==> src/rtl/stpb_pkg.sv <==
package stpb_pkg;

    // item kinds
    localparam logic [1:0] KIND_POSE    = 2'd0;
    localparam logic [1:0] KIND_CAPTURE = 2'd1;
    localparam logic [1:0] KIND_REMOVE  = 2'd2;
    localparam logic [1:0] KIND_IGNORE  = 2'd3;

    // result status codes
    localparam logic [2:0] ST_STORED  = 3'd0;
    localparam logic [2:0] ST_FULL    = 3'd1;
    localparam logic [2:0] ST_STALE   = 3'd2;
    localparam logic [2:0] ST_BAD_ORI = 3'd3;
    localparam logic [2:0] ST_POSE    = 3'd4;
    localparam logic [2:0] ST_REMOVED = 3'd5;
    localparam logic [2:0] ST_NONE    = 3'd6;

    // configuration register indexes
    localparam logic CFG_POINTS_NEEDED = 1'b0;
    localparam logic CFG_MAX_POSE_AGE  = 1'b1;

    localparam logic [6:0]  POINTS_NEEDED_RST = 7'd4;
    localparam logic [15:0] MAX_POSE_AGE_RST  = 16'd250;

    // one classified item, front to back
    typedef struct packed {
        logic [2:0]         status;
        logic [6:0]         count;
        logic signed [24:0] rx;
        logic signed [24:0] ry;
        logic signed [24:0] rz;
        logic signed [15:0] qx;
        logic signed [15:0] qy;
        logic signed [15:0] qz;
        logic signed [15:0] qw;
    } t_job;

    // queue read side
    typedef struct packed {
        logic valid;
        t_job job;
    } t_qhead;

endpackage

==> src/rtl/stpb_queue.sv <==
module stpb_queue import stpb_pkg::*; (
    input  logic   i_clk,
    input  logic   i_rst_n,
    input  logic   i_push,
    input  t_job   i_job,
    output logic   o_full,
    input  logic   i_pop,
    output t_qhead o_head
);

    t_job       r_ent [2];
    logic       r_wp;
    logic       r_rp;
    logic [1:0] r_cnt;

    assign o_full       = (r_cnt == 2'd2);
    assign o_head.valid = (r_cnt != 2'd0);
    assign o_head.job   = r_ent[r_rp];

    always_ff @(posedge i_clk) begin
        if (!i_rst_n) begin
            r_wp  <= 1'b0;
            r_rp  <= 1'b0;
            r_cnt <= 2'd0;
        end else begin
            if (i_push) begin
                r_ent[r_wp] <= i_job;
                r_wp        <= ~r_wp;
            end
            if (i_pop) begin
                r_rp <= ~r_rp;
            end
            case ({i_push, i_pop})
                2'b10:   r_cnt <= r_cnt + 2'd1;
                2'b01:   r_cnt <= r_cnt - 2'd1;
                default: r_cnt <= r_cnt;
            endcase
        end
    end

endmodule

==> config.mk <==
export PLATFORM = sky130hd
export DESIGN_NAME = stpb_queue
export DESIGN_NICKNAME = d
export VERILOG_FILES = /design/src/rtl/stpb_pkg.sv /design/src/rtl/stpb_queue.sv
export SDC_FILE = /design/constraint.sdc
export NUM_CORES = 1
export LEC_CHECK = 0
export ABC_AREA = 1
export BUFFER_PORTS_ARGS = -buffer_cell sky130_fd_sc_hd__buf_4
export CORE_MARGIN = 1.5
export CORE_UTILIZATION = 40
export DETAILED_ROUTE_END_ITERATION = 6
export SLEW_MARGIN = 20
export SYNTH_ARGS = -nofsm -noshare
export SYNTH_HDL_FRONTEND = slang
export SYNTH_SLANG_ARGS = --single-unit
==> constraint.sdc <==
create_clock -name i_clk -period 36.9 [get_ports i_clk]
set_input_delay 7.38 -clock i_clk [delete_from_list [all_inputs] [get_ports i_clk]]
set_output_delay 7.38 -clock i_clk [all_outputs]
set_load 0.01 [all_outputs]
=== Word level (Yosys, flattened, before mapping) ===
Memory sizes are Yosys's and may differ from the RTL's. A register that Yosys moved wholly into a read port is not among the register bits.
Cells that the tools add are included.

* Add/subtract/negate cells: 2
* Multiply operators: 0
* Div/mod/pow operators: 0
* $lt $le $gt $ge: 0
* Equality and inequality tests: 3
* Shifts and indexed selects: 0
* Mux-type cells: 6
* Bitwise gates (word level): 2
* Reductions and logical operators: 2

{| class="wikitable"
|+ Operators by type and width
! operator !! number
|-
| 1-bit two-way mux || 5
|-
| 2-bit equality test, second input constant || 2
|-
| 2-bit case mux with 2 select lines || 1
|-
| 2-bit nonzero test || 2
|-
| 2-bit by 1-bit adder with 2-bit output, second input constant || 1
|-
| 2-bit by 1-bit equality test with 1-bit output, second input constant || 1
|-
| 1-bit inverter || 2
|-
| 2-bit by 1-bit subtractor with 2-bit output, second input constant || 1
|}

* Register bits after elaboration: 4
* Bits in latches: 0
* RAM bits: 298
* Memory bits (read-only): 0
* Bits of input ports: 153
* Output and inout bits: 151
* Logic and storage cells: 19
* Memories kept: 1

{| class="wikitable"
|+ Memory list
! memory !! depth !! width !! read ports !! clocked after memory_dff !! wr ports !! line !! source
|-
| r_ent || 2 || 149 || 1 || 1 || 1 || stpb_queue.sv:11 || <nowiki>t_job r_ent [2];</nowiki>
|}

=== Logic depth before layout (Yosys ltp) ===
* Depth after elaboration: 3
* Depth in mapped cells: 7
* Gate-level depth less buffers: 7

=== Worst setup path after synthesis ===
Ideal clock, no wire load.

* Kind: input port to flip-flop
* Start: input i_rst_n
* End: memory r_ent[1][0] (netlist name), enable pin
* Setup time: 0.840 ns
* Arrival time: 17.488 ns
* Required time: 36.060 ns
* Setup slack: 18.572 ns
* Stages on the path: 2
* Buffers on the path: 0
* Path through: inv_1 > nor3_1

* Cells in the longest elaborated chain, start to end: 2

{| class="wikitable"
|+ RTL lines
! what !! line !! source
|-
| start: declaration || stpb_queue.sv:3 || <nowiki>input logic i_rst_n,</nowiki>
|-
| 1-bit two-way mux || stpb_queue.sv:21 || <nowiki>if (!i_rst_n) begin</nowiki>
|-
| 1-bit two-way mux (not written as such) || stpb_queue.sv:27 || <nowiki>r_ent[r_wp] <= i_job;</nowiki>
|-
| end: declaration || stpb_queue.sv:11 ||
|}

Every way passes these cells.

==> impl_metrics.ini <==
[status]
status = completed

[synthesis]
ys_types = 15
synth_top_cell_area_share_pct = 78.4
ys_seq_area_share_pct = 79.3
synthTopCellsByArea = edfxtp_1 78%, mux2_4 13%, mux2_2 4.7%
synth_area_mm2 = 0.0114
yosysTopAreaCell = edfxtp_1
synth_area_per_cell_um2 = 22.9
yosys_warnings = 0
syn_nets = 652
synthCells = 498
ys_ff_latch = 303

[worst_setup_path]
critPathRequiredTime_ps = 29520
cp-end-kind = output port
arrival_ps = 3680
reg2reg_from = r_wp
crit_type = register to output port
ff2ff_path_depth = 4
path_max_fanout = 60
worst_setup_path_start_kind = register

[power_and_ir_drop]
vdd_ir_drop_max_v = 0.0000368
power.density_mw_per_mm2 = 52.9
comb_power_share_pct = 10.7
power.static_leakage_nw = 5.80
clkPwrFrac_pct = 39.7
seqPwrFrac_pct = 49.6
netSwitchingFraction_pct = 20.4
power_switching_w = 0.000163
cell_internal_pwr_w = 0.000637

[cts]
cts_resized = 0
numCtsBuffers = 30
cts_setup_buffers = 0
cts-root-buf = clkbuf_16
cts_tree = done
clockBufferDepth = 3
clk_latency_ps = 540
numClockSinks = 303
hold_buffers = 0
path_clk_slew_ps = 60
h-tree-depth = 1

[global_routing]
grt_usage_pct = 14.4
grt_max_degree = 64
antenna_found_initial = 0
grt_pass1_vias = 5749
grt_pass1_wl_mm = 32.2
grt-ovfl-total = 0

[route]
drt_first_pass_iters = 4
ant_nets = 0
drt_iter0_markers = 373
m1WireLength_mm = 9.49
via_per_inst = 4.65
routed_wl_mm = 23.0
vias = 5703
wl_per_cell_um = 18.7
highest_layer = met4
wl_met3_mm = 1.93
met2WireLength_mm = 11.0
drc = 0

[floorplan]
die_w_um = 172
ios = 304
core_area_mm2 = 0.0279
dieArea_mm2 = 0.0295
start_util_pct = 40.8
num_rows = 61
die_height_um = 172

[finish]
antennaDiodeCount = 0
nets = 978
layout.cells.non_filler = 1226
area_delta_synth_final_pct = 32.7
drive_gt1_share_pct = 60.0
fillCellCount = 2236

[worst_hold_path]
hp-class = register to register
hold_start = r_wp
holdPathStages = 2

[timing]
tns_ps = 0
slew_violations = 0
finalSetupViolCount = 0
max_freq_ghz = 0.0904
rsz0062_at_grt = no
hold_viol = 0
worst_pin_slew_ps = 1050
fin_skew_ps = 6.99
hold_slack_ps = 471
finalCritPeriodShare_pct = 30.0
slew_headroom_pct = 29.9
layout_min_cycle_time_ps = 11060

[placed_design]
dp_hpwl_mm = 15.6
gp_congestion = 0.747
port_buffers = 303
dp.cells = 1169

[run]
max_cap_viol_count = 0
==> per-layer routing <==
| metal | track usage [%] | up-vias |
|---|---|---|
| li1 | - | 2615 |
| met3 | 4.12 | 37 |
| met1 | 18.3 | 2807 |
| met4 | 4.05 | 0 |
| met2 | 24.1 | 244 |
| met5 | 0 | - |
==> power by group through the flow <==
stage / registers, W / logic (W) / clock network (W)
after global placement: 0.000404 / 0.0000844 / 0
after floorplan: 0.000404 / 0.0000467 / 0
final: 0.000397 / 0.0000856 / 0.000318
after detailed placement: 0.000404 / 0.0000863 / 0
after global routing: 0.000398 / 0.0000908 / 0.000339
after CTS: 0.000397 / 0.0000866 / 0.000327
==> synth_stat cells <==
master	count
inv_1	7
xnor2_1	1
dfxtp_1	5
nor2_1	8
ha_1	1
mux2_2	48
buf_6	14
nand2_1	7
o21ai_0	1
nor3_1	1
a21oi_1	2
nand4_1	1
edfxtp_1	298
mux2_4	101
buf_2	3
==> layout make-up <==
class                   count  area [um^2]  share of cell area, %
flip-flops and latches    303         9050                   59.8
clock inverters            18          251                   1.66
inverters                   7         26.3                  0.174
repair buffers            311         2350                   15.6
clock buffers              38          802                   5.30
well taps                 378          473                   3.13
multi-input cells         171         2170                   14.4
==> final timing paths <==
kind	end	slack (ps)
worst max-delay path	o_head[94]	25840
worst min-delay path	r_wp	470
worst max register to register	r_ent[0][56]	34610
worst min register to register	r_wp	470
==> critical path, stage by stage, from the launching register on <==
cell	delay, ps
dfxtp_4	890
buf_4	930
buf_4	690
mux2_4	360
buf_4	140
==> state kept, by name, indices dropped and copies added, names as in the netlist, named ones only <==
register	cells
r_wp	1
r_ent	298
r_cnt	2
r_rp	1
==> stage by stage <==
step / util [%] / power [W] / area [um^2] / setup slack (ps)
3_3_place_gp: 50.3 / 0.000488 / 14100 / 26460
4_1_cts: 54.1 / 0.000811 / 15100 / 25770
3_5_place_dp: 50.3 / 0.000491 / 14100 / 26360
5_1_grt: 54.2 / 0.000828 / 15100 / 25640
6_report: 54.2 / 0.000800 / 15100 / 25840
2_1_floorplan: - / 0.000450 / 11400 / 18570
==> logic make-up after synthesis <==
family | Yosys count | share of synthesized area [%]
flops | 303 | 79.3
mux | 149 | 18.0
buf+inv | 24 | 1.74
simple gates | 17 | 0.592
compound gates | 3 | 0.132
xor+xnor | 1 | 0.0768
fa+ha+maj | 1 | 0.110
==> cells in the final DEF (no fill, tap or decap), types with 6 or more instances in the layout <==
| cell type | count |
|---|---|
| buf_4 | 310 |
| bufinv_16 | 6 |
| clkbuf_1 | 7 |
| clkbuf_16 | 31 |
| edfxtp_1 | 298 |
| inv_1 | 7 |
| mux2_2 | 48 |
| mux2_4 | 101 |
| nand2_1 | 7 |
| nor2_1 | 7 |
Note: power is estimated with default switching activity, not from simulation.
