[src/rtl/stpb_pkg.sv]
package stpb_pkg;

    // item kinds
    localparam logic [1:0] KIND_POSE    = 2'd0;
    localparam logic [1:0] KIND_CAPTURE = 2'd1;
    localparam logic [1:0] KIND_REMOVE  = 2'd2;
    localparam logic [1:0] KIND_IGNORE  = 2'd3;

    // result status codes
    localparam logic [2:0] ST_STORED  = 3'd0;
    localparam logic [2:0] ST_FULL    = 3'd1;
    localparam logic [2:0] ST_STALE   = 3'd2;
    localparam logic [2:0] ST_BAD_ORI = 3'd3;
    localparam logic [2:0] ST_POSE    = 3'd4;
    localparam logic [2:0] ST_REMOVED = 3'd5;
    localparam logic [2:0] ST_NONE    = 3'd6;

    // configuration register indexes
    localparam logic CFG_POINTS_NEEDED = 1'b0;
    localparam logic CFG_MAX_POSE_AGE  = 1'b1;

    localparam logic [6:0]  POINTS_NEEDED_RST = 7'd4;
    localparam logic [15:0] MAX_POSE_AGE_RST  = 16'd250;

    // one classified item, front to back
    typedef struct packed {
        logic [2:0]         status;
        logic [6:0]         count;
        logic signed [24:0] rx;
        logic signed [24:0] ry;
        logic signed [24:0] rz;
        logic signed [15:0] qx;
        logic signed [15:0] qy;
        logic signed [15:0] qz;
        logic signed [15:0] qw;
    } t_job;

    // queue read side
    typedef struct packed {
        logic valid;
        t_job job;
    } t_qhead;

endpackage

[src/rtl/stpb_front.sv]
module stpb_front import stpb_pkg::*; #(
    parameter int MAX_POINTS = 64
) (
    input  logic               i_clk,
    input  logic               i_rst_n,
    input  logic               i_cfg_wr_en,
    input  logic               i_cfg_idx,
    input  logic [15:0]        i_cfg_wdata,
    input  logic               i_in_valid,
    output logic               o_in_ready,
    input  logic [1:0]         i_kind,
    input  logic [31:0]        i_stamp_ms,
    input  logic signed [23:0] i_pos_x,
    input  logic signed [23:0] i_pos_y,
    input  logic signed [23:0] i_pos_z,
    input  logic signed [15:0] i_quat_x,
    input  logic signed [15:0] i_quat_y,
    input  logic signed [15:0] i_quat_z,
    input  logic signed [15:0] i_quat_w,
    input  logic               i_q_full,
    output logic               o_push,
    output t_job               o_job
);

    logic [6:0]         r_points_needed;
    logic [15:0]        r_max_pose_age;
    logic signed [23:0] r_bx, r_by, r_bz;
    logic signed [15:0] r_qx, r_qy, r_qz, r_qw;
    logic [31:0]        r_stamp;
    logic [6:0]         r_count;

    logic        accept;
    logic [31:0] age;
    logic        stale;
    logic        full;
    logic        in_qzero;
    logic        st_qzero;
    logic [2:0]  n_status;
    logic [6:0]  n_count;
    logic        take_pose;

    assign o_in_ready = !i_q_full;
    assign accept     = i_in_valid && !i_q_full;
    assign o_push     = accept && (i_kind != KIND_IGNORE);

    assign age      = i_stamp_ms - r_stamp;
    assign stale    = $signed(age) > $signed({16'd0, r_max_pose_age});
    assign full     = (r_count >= r_points_needed) || ({25'd0, r_count} >= 32'(MAX_POINTS));
    assign in_qzero = (i_quat_x == 16'sd0) && (i_quat_y == 16'sd0) &&
                      (i_quat_z == 16'sd0) && (i_quat_w == 16'sd0);
    assign st_qzero = (r_qx == 16'sd0) && (r_qy == 16'sd0) &&
                      (r_qz == 16'sd0) && (r_qw == 16'sd0);

    always_comb begin
        n_status  = ST_NONE;
        n_count   = r_count;
        take_pose = 1'b0;
        case (i_kind)
            KIND_POSE: begin
                if (in_qzero) begin
                    n_status = ST_BAD_ORI;
                end else begin
                    n_status  = ST_POSE;
                    take_pose = 1'b1;
                end
            end
            KIND_CAPTURE: begin
                if (full) begin
                    n_status = ST_FULL;
                end else if (stale) begin
                    n_status = ST_STALE;
                end else if (st_qzero) begin
                    n_status = ST_BAD_ORI;
                end else begin
                    n_status = ST_STORED;
                    n_count  = r_count + 7'd1;
                end
            end
            KIND_REMOVE: begin
                if (r_count != 7'd0) begin
                    n_status = ST_REMOVED;
                    n_count  = r_count - 7'd1;
                end else begin
                    n_status = ST_NONE;
                end
            end
            default: begin
                n_status = ST_NONE;
            end
        endcase
    end

    assign o_job.status = n_status;
    assign o_job.count  = n_count;
    assign o_job.rx     = {i_pos_x[23], i_pos_x} - {r_bx[23], r_bx};
    assign o_job.ry     = {i_pos_y[23], i_pos_y} - {r_by[23], r_by};
    assign o_job.rz     = {i_pos_z[23], i_pos_z} - {r_bz[23], r_bz};
    assign o_job.qx     = r_qx;
    assign o_job.qy     = r_qy;
    assign o_job.qz     = r_qz;
    assign o_job.qw     = r_qw;

    always_ff @(posedge i_clk) begin
        if (!i_rst_n) begin
            r_points_needed <= POINTS_NEEDED_RST;
            r_max_pose_age  <= MAX_POSE_AGE_RST;
            r_bx            <= '0;
            r_by            <= '0;
            r_bz            <= '0;
            r_qx            <= '0;
            r_qy            <= '0;
            r_qz            <= '0;
            r_qw            <= '0;
            r_stamp         <= '0;
            r_count         <= '0;
        end else begin
            if (i_cfg_wr_en) begin
                case (i_cfg_idx)
                    CFG_POINTS_NEEDED: r_points_needed <= i_cfg_wdata[6:0];
                    CFG_MAX_POSE_AGE:  r_max_pose_age  <= i_cfg_wdata;
                    default:           r_max_pose_age  <= r_max_pose_age;
                endcase
            end
            if (o_push) begin
                r_count <= n_count;
                if (take_pose) begin
                    r_bx    <= i_pos_x;
                    r_by    <= i_pos_y;
                    r_bz    <= i_pos_z;
                    r_qx    <= i_quat_x;
                    r_qy    <= i_quat_y;
                    r_qz    <= i_quat_z;
                    r_qw    <= i_quat_w;
                    r_stamp <= i_stamp_ms;
                end
            end
        end
    end

endmodule

[config.mk]
export PLATFORM = sky130hd
export DESIGN_NAME = stpb_front
export DESIGN_NICKNAME = d
export VERILOG_FILES = /design/src/rtl/stpb_pkg.sv /design/src/rtl/stpb_front.sv
export SDC_FILE = /design/constraint.sdc
export NUM_CORES = 1
export LEC_CHECK = 0
export ABC_AREA = 0
export BUFFER_PORTS_ARGS = -buffer_cell sky130_fd_sc_hd__buf_2
export CORE_MARGIN = 1.5
export CORE_UTILIZATION = 40
export DETAILED_ROUTE_END_ITERATION = 10
export GPL_ROUTABILITY_DRIVEN = 0
export PLACE_DENSITY_LB_ADDON = 0.2
export SYNTH_ARGS = -nofsm -noshare
export SYNTH_HDL_FRONTEND = slang
export SYNTH_SLANG_ARGS = --single-unit
[constraint.sdc]
create_clock -name i_clk -period 7.2 [get_ports i_clk]
set_clock_uncertainty 0.15 [all_clocks]
set_input_delay 0.72 -clock i_clk [delete_from_list [all_inputs] [get_ports i_clk]]
set_output_delay 0.72 -clock i_clk [all_outputs]
set_load 0.01 [all_outputs]
* Word-level counts from Yosys, hierarchy flattened *
Index checks and enable logic that the tools add are counted.

storage, ports and cells
  logic and storage cells = 60
  flip-flop bits (word level) = 198
  input port bits = 192

cells by class
  mux-type cells = 13
  bitwise operators = 1
  add/subtract/negate cells = 6
  eq/ne operators = 3
  $lt $le $gt $ge = 3
  reductions and logical operators = 23

operators by type and width
  cell                 number
  $logic_not 16->1     8
  $sub 24x24->25       3
  $gt 32x17->1         1
  $sub 32x32->32       1
  $mux 7               4
  $pmux 7 s2           1
  $pmux 3 s3           1
  $logic_and 1x1->1    8
  $mux 2               4
  $add 7x1->7 const B  1
  $ge 7x7->1           1
  $ge 7x7->1 const B   1
  $reduce_bool 7->1    1
  $sub 7x1->7 const B  1
  $reduce_and 2->1     3
  $mux 3               1
  $eq 2x1->1 const B   1
  $eq 2x2->1 const B   1
  $logic_not 2->1      1
  $mux 1               2
  $ne 2x2->1 const B   1
  $logic_not 1->1      1
  $logic_or 1x1->1     1
  $not 1->1            1

* Longest topological paths before layout *
  depth in word-level cells = 8
  mapped depth = 23
  mapped depth without buffers = 23

* Worst setup path after synthesis *
OpenSTA, ideal clock, no wires.

  path type = input port to output port
  from = in i_stamp_ms[4]
  to = out o_job[143] (netlist bit)
  stages on the path = 20
  data arrival time = 5191 ps
  buffers on the path = 0
  path slack = 1139 ps
  cells stage by stage = ha_1 > o211ai_1 > a21oi_1 > nor2_1 > o41ai_1 > a21o_1 > a21oi_1 > xnor2_1 > ha_1 > nand3_1 > or4_1 > nor2_1 > o221ai_1 > nor4_1 > nand4_1 > or4_4 > o41ai_4 > nand3_1 > o32a_1 > o21ai_1

RTL lines
  what         line              text
  from (decl)  stpb_front.sv:12  input logic [31:0] i_stamp_ms,
  to (decl)    stpb_front.sv:22  output t_job o_job

==> flow_metrics.env <==
export IMPL_start_util_pct=40.8
export IMPL_rows=68
export IMPL_syn_num_nets=2227
export IMPL_p_switching_mw=0.944
export IMPL_p_clk_share_pct=34.2
export IMPL_antenna_left=0
export IMPL_synthArstFlopShare_pct=0
export IMPL_core_area_um2=34700
export IMPL_cts_num_sinks=198
export IMPL_stdcell_count=2660
export IMPL_p_per_area_nw_per_um2=169
export IMPL_antenna_found_initial=8
export IMPL_place_ws_ps=265
export IMPL_num_vias=14000
export IMPL_power_share_combinational_pct=25.8
export IMPL_root_buffer="clkbuf_16"
export IMPL_synthesis_area_um2=14200
export IMPL_finalHoldViolCount=0
export IMPL_setup_viol=0
export IMPL_die_h_um=191
export IMPL_worst_pin_slew_ps=1190
export IMPL_critPathMaxStageDelay_ps=520
export IMPL_multi_input_area_um2=9280
export IMPL_maxCapViolCount=0
export IMPL_status="completed"
export IMPL_synthToLayoutAreaGrowth_pct=18.6
export IMPL_peakVddDrop_v=0.000169
export IMPL_grt_use_met1_pct=26.9
export IMPL_slew_violations=0
export IMPL_grt_max_degree=119
export IMPL_fillCellCount=3569
export IMPL_worstPathArrival_ps=5980
export IMPL_first_pass_iters=5
export IMPL_grt_busiest_layer="met2"
export IMPL_fin_crit_sh_pct=95.1
export IMPL_swShare_pct=33.2
export IMPL_synth_cell_types=74
export IMPL_finalWorstSetupSlack_ps=352
export IMPL_synth_edf_count=0
export IMPL_path_clk_slew_ps=70
export IMPL_synth_seq_cells=198
export IMPL_r2r_slack_ps=1660
export IMPL_placed_cells=2617
export IMPL_path_max_fanout=4
export IMPL_register_area_um2=3960
export IMPL_worst_setup_path_end_kind="output pin"
export IMPL_power_frac_seq_pct=40.0
export IMPL_routedWlPerCell_um=15.5
export IMPL_worstPathCellList="buf_2 -> inv_1 -> ha_1 -> fa_1 -> nand2b_1 -> a21o_1 -> a21oi_1 -> nand2b_1 -> a21o_1 -> a21oi_1 -> xnor2_1 -> ha_1 -> nand4_1 -> or4_1 -> nor2_1 -> o221ai_1 -> nor4_1 -> nand4_1 -> or4_4 -> o41ai_4 -> nand3_1 -> o32a_1 -> o21ai_1 -> buf_2"
export IMPL_drcViolationCount=0
export IMPL_wl_um=41200
export IMPL_tns_ps=0
export IMPL_cts_htree_levels=4
export IMPL_yosysSeqAreaShare_pct=28.0
export IMPL_grt_pass1_vias=13100
export IMPL_cell_internal_pwr_mw=1.90
export IMPL_gr_usage_met3_pct=5.45
export IMPL_fin_util_pct=48.4
export IMPL_die_width_um=191
export IMPL_rsz0062_at_grt="no"
export IMPL_crit_required_ps=6330
export IMPL_clk_latency_ps=460
export IMPL_cp_start_kind="primary input"
export IMPL_grt_overflow=0
export IMPL_fin_crit_ps=6850
export IMPL_timing_hold_ws_ps=318
export IMPL_track_usage_pct=22.2
export IMPL_io_buffers=342
export IMPL_hold_class="flop to flop"
export IMPL_ys_warn_count=0
export IMPL_path_class="primary input to output pin"
export IMPL_synthCells=1898
export IMPL_leakage_nw=6.88
export IMPL_cts_max_path_buffers=2
export IMPL_synthFlopType="dfxtp_1"
export IMPL_avgSynthCellArea_um2=7.46
export IMPL_grt_pass1_wl_um=65400
export IMPL_holdBufCountCts=0
export IMPL_crit_slowest_cell="or4_1"
export IMPL_fmax_mhz=146
export IMPL_drt_iter0_drc=584
export IMPL_cts_tree="built"
export IMPL_ctsResizeCount=0
export IMPL_slew_headroom_pct=20.4
export IMPL_cts_buffers=17
export IMPL_grt_met2_usage_pct=38.3
export IMPL_dieArea_um2=36500
export IMPL_dp_hpwl_um=31400
export IMPL_drt_vias_per_instance=5.25
export IMPL_drive_above_1_share_pct=18.6
export IMPL_nNetsFinal=2510
export IMPL_cts_setup_buffers=0
export IMPL_io_pins=343
-- state kept, by name (all words and copies together), names as in the netlist --
register and count:
r_qx 16, r_bz 24, r_count 7, r_bx 24
r_qw 16, r_points_needed 7, r_qz 16, r_max_pose_age 16
r_stamp 32, r_by 24, r_qy 16
-- cells by family after synthesis --
family | count (synthesis) | synth area share (%)
AO/OA/AOI/OAI | 471 | 23.5
flip-flops | 198 | 28.0
AND/OR/NAND/NOR | 753 | 23.9
multiplexers | 13 | 0.928
adder cells (fa/ha/maj) | 137 | 12.3
buffers and inverters | 249 | 6.60
XOR/XNOR | 77 | 4.76
-- critical path, delay by kind of cell --
kind / cells / cell delay [ps]
AND/OR/NAND/NOR: 9 / 2270
AO/OA/AOI/OAI: 8 / 1630
adder cells (fa/ha/maj): 3 / 890
buffers and inverters: 3 / 300
XOR/XNOR: 1 / 140
-- layout make-up --
type	count	area share [%]
inverter	166	3.71
clock buffer	17	2.53
antenna	11	0.164
tap	455	3.39
sequential	198	23.6
multi-input combinational	1451	55.2
clock inverter	15	0.953
timing repair buffer	347	10.4
-- final timing paths --
kind,from,endpoint,depth (start not counted)
worst min-delay path,r_bx[9],r_bx[9],2
worst max register to register,r_stamp[4],r_count[0],21
worst max-delay path,i_stamp_ms[0],o_job[143],24
worst min register to register,r_bx[9],r_bx[9],2
-- through the flow --
stage          total power [mW]  cell area (um^2)
6_report                   2.84             16800
5_1_grt                    3.00             16800
4_1_cts                    2.88             16800
3_5_place_dp               1.89             16200
3_3_place_gp               1.88             16200
2_1_floorplan              1.64             14200
-- Yosys cell counts (all sizes together) (7+ instances only) --
| cell | n | share of area, % |
|---|---|---|
| clkbuf | 78 | 2.1 |
| mux2i | 12 | 0.85 |
| ha | 133 | 12 |
| inv | 165 | 4.4 |
| a31oi | 13 | 0.57 |
| or3 | 13 | 0.57 |
| a21boi | 185 | 9.8 |
| and3 | 14 | 0.62 |
| a21o | 22 | 1.2 |
| dfxtp | 198 | 28 |
| nand2 | 424 | 11 |
| o21bai | 7 | 0.37 |
| nor3 | 31 | 1.1 |
| o21ai | 56 | 2.0 |
| nor4 | 43 | 1.9 |
| a21oi | 85 | 3.0 |
| nand2b | 18 | 0.80 |
| xnor2 | 63 | 3.9 |
| nand3 | 28 | 1.1 |
| nor2b | 21 | 0.93 |
| xor2 | 14 | 0.87 |
| and2 | 14 | 0.62 |
| o211ai | 14 | 0.78 |
| nor2 | 96 | 2.5 |
| o21a | 20 | 1.1 |
| nand4 | 25 | 1.1 |
| or4 | 8 | 0.45 |
-- power groups by stage --
stage,Sequential [mW],Combinational [mW],Clock (mW)
2_1_floorplan,1.16,0.480,0
3_3_place_gp,1.16,0.723,0
3_5_place_dp,1.16,0.731,0
4_1_cts,1.14,0.736,1.01
5_1_grt,1.14,0.818,1.04
6_report,1.14,0.735,0.971
-- metal layers --
layer  vias up  share of wire (%)  routed length, um
met3        56                7.2               2950
met4         6                2.2                896
met5         -              0.095                 39
met2       410                 47              19500
li1       7104                  -                  -
met1      6380                 43              17800
-- cell usage in the layout (no fill, tap or decap), types with 6 or more instances in the layout --
master / instances
o21bai_1: 7
nor4_1: 43
nor3_1: 30
nor2_1: 96
dfxtp_1: 198
xnor2_1: 63
o21ai_0: 54
a21boi_0: 185
xor2_1: 14
inv_1: 165
nand2b_1: 18
a31oi_1: 13
buf_2: 341
a21oi_1: 84
ha_1: 133
buf_4: 6
nand3_1: 27
diode_2: 11
or4_1: 7
and3_1: 14
a21o_1: 22
o21a_1: 20
nand4_1: 25
and2_1: 12
mux2i_1: 12
clkbuf_16: 17
o211ai_1: 13
or3_1: 13
nand2_1: 423
nor2b_1: 21
(Power assumes the default switching activity.)
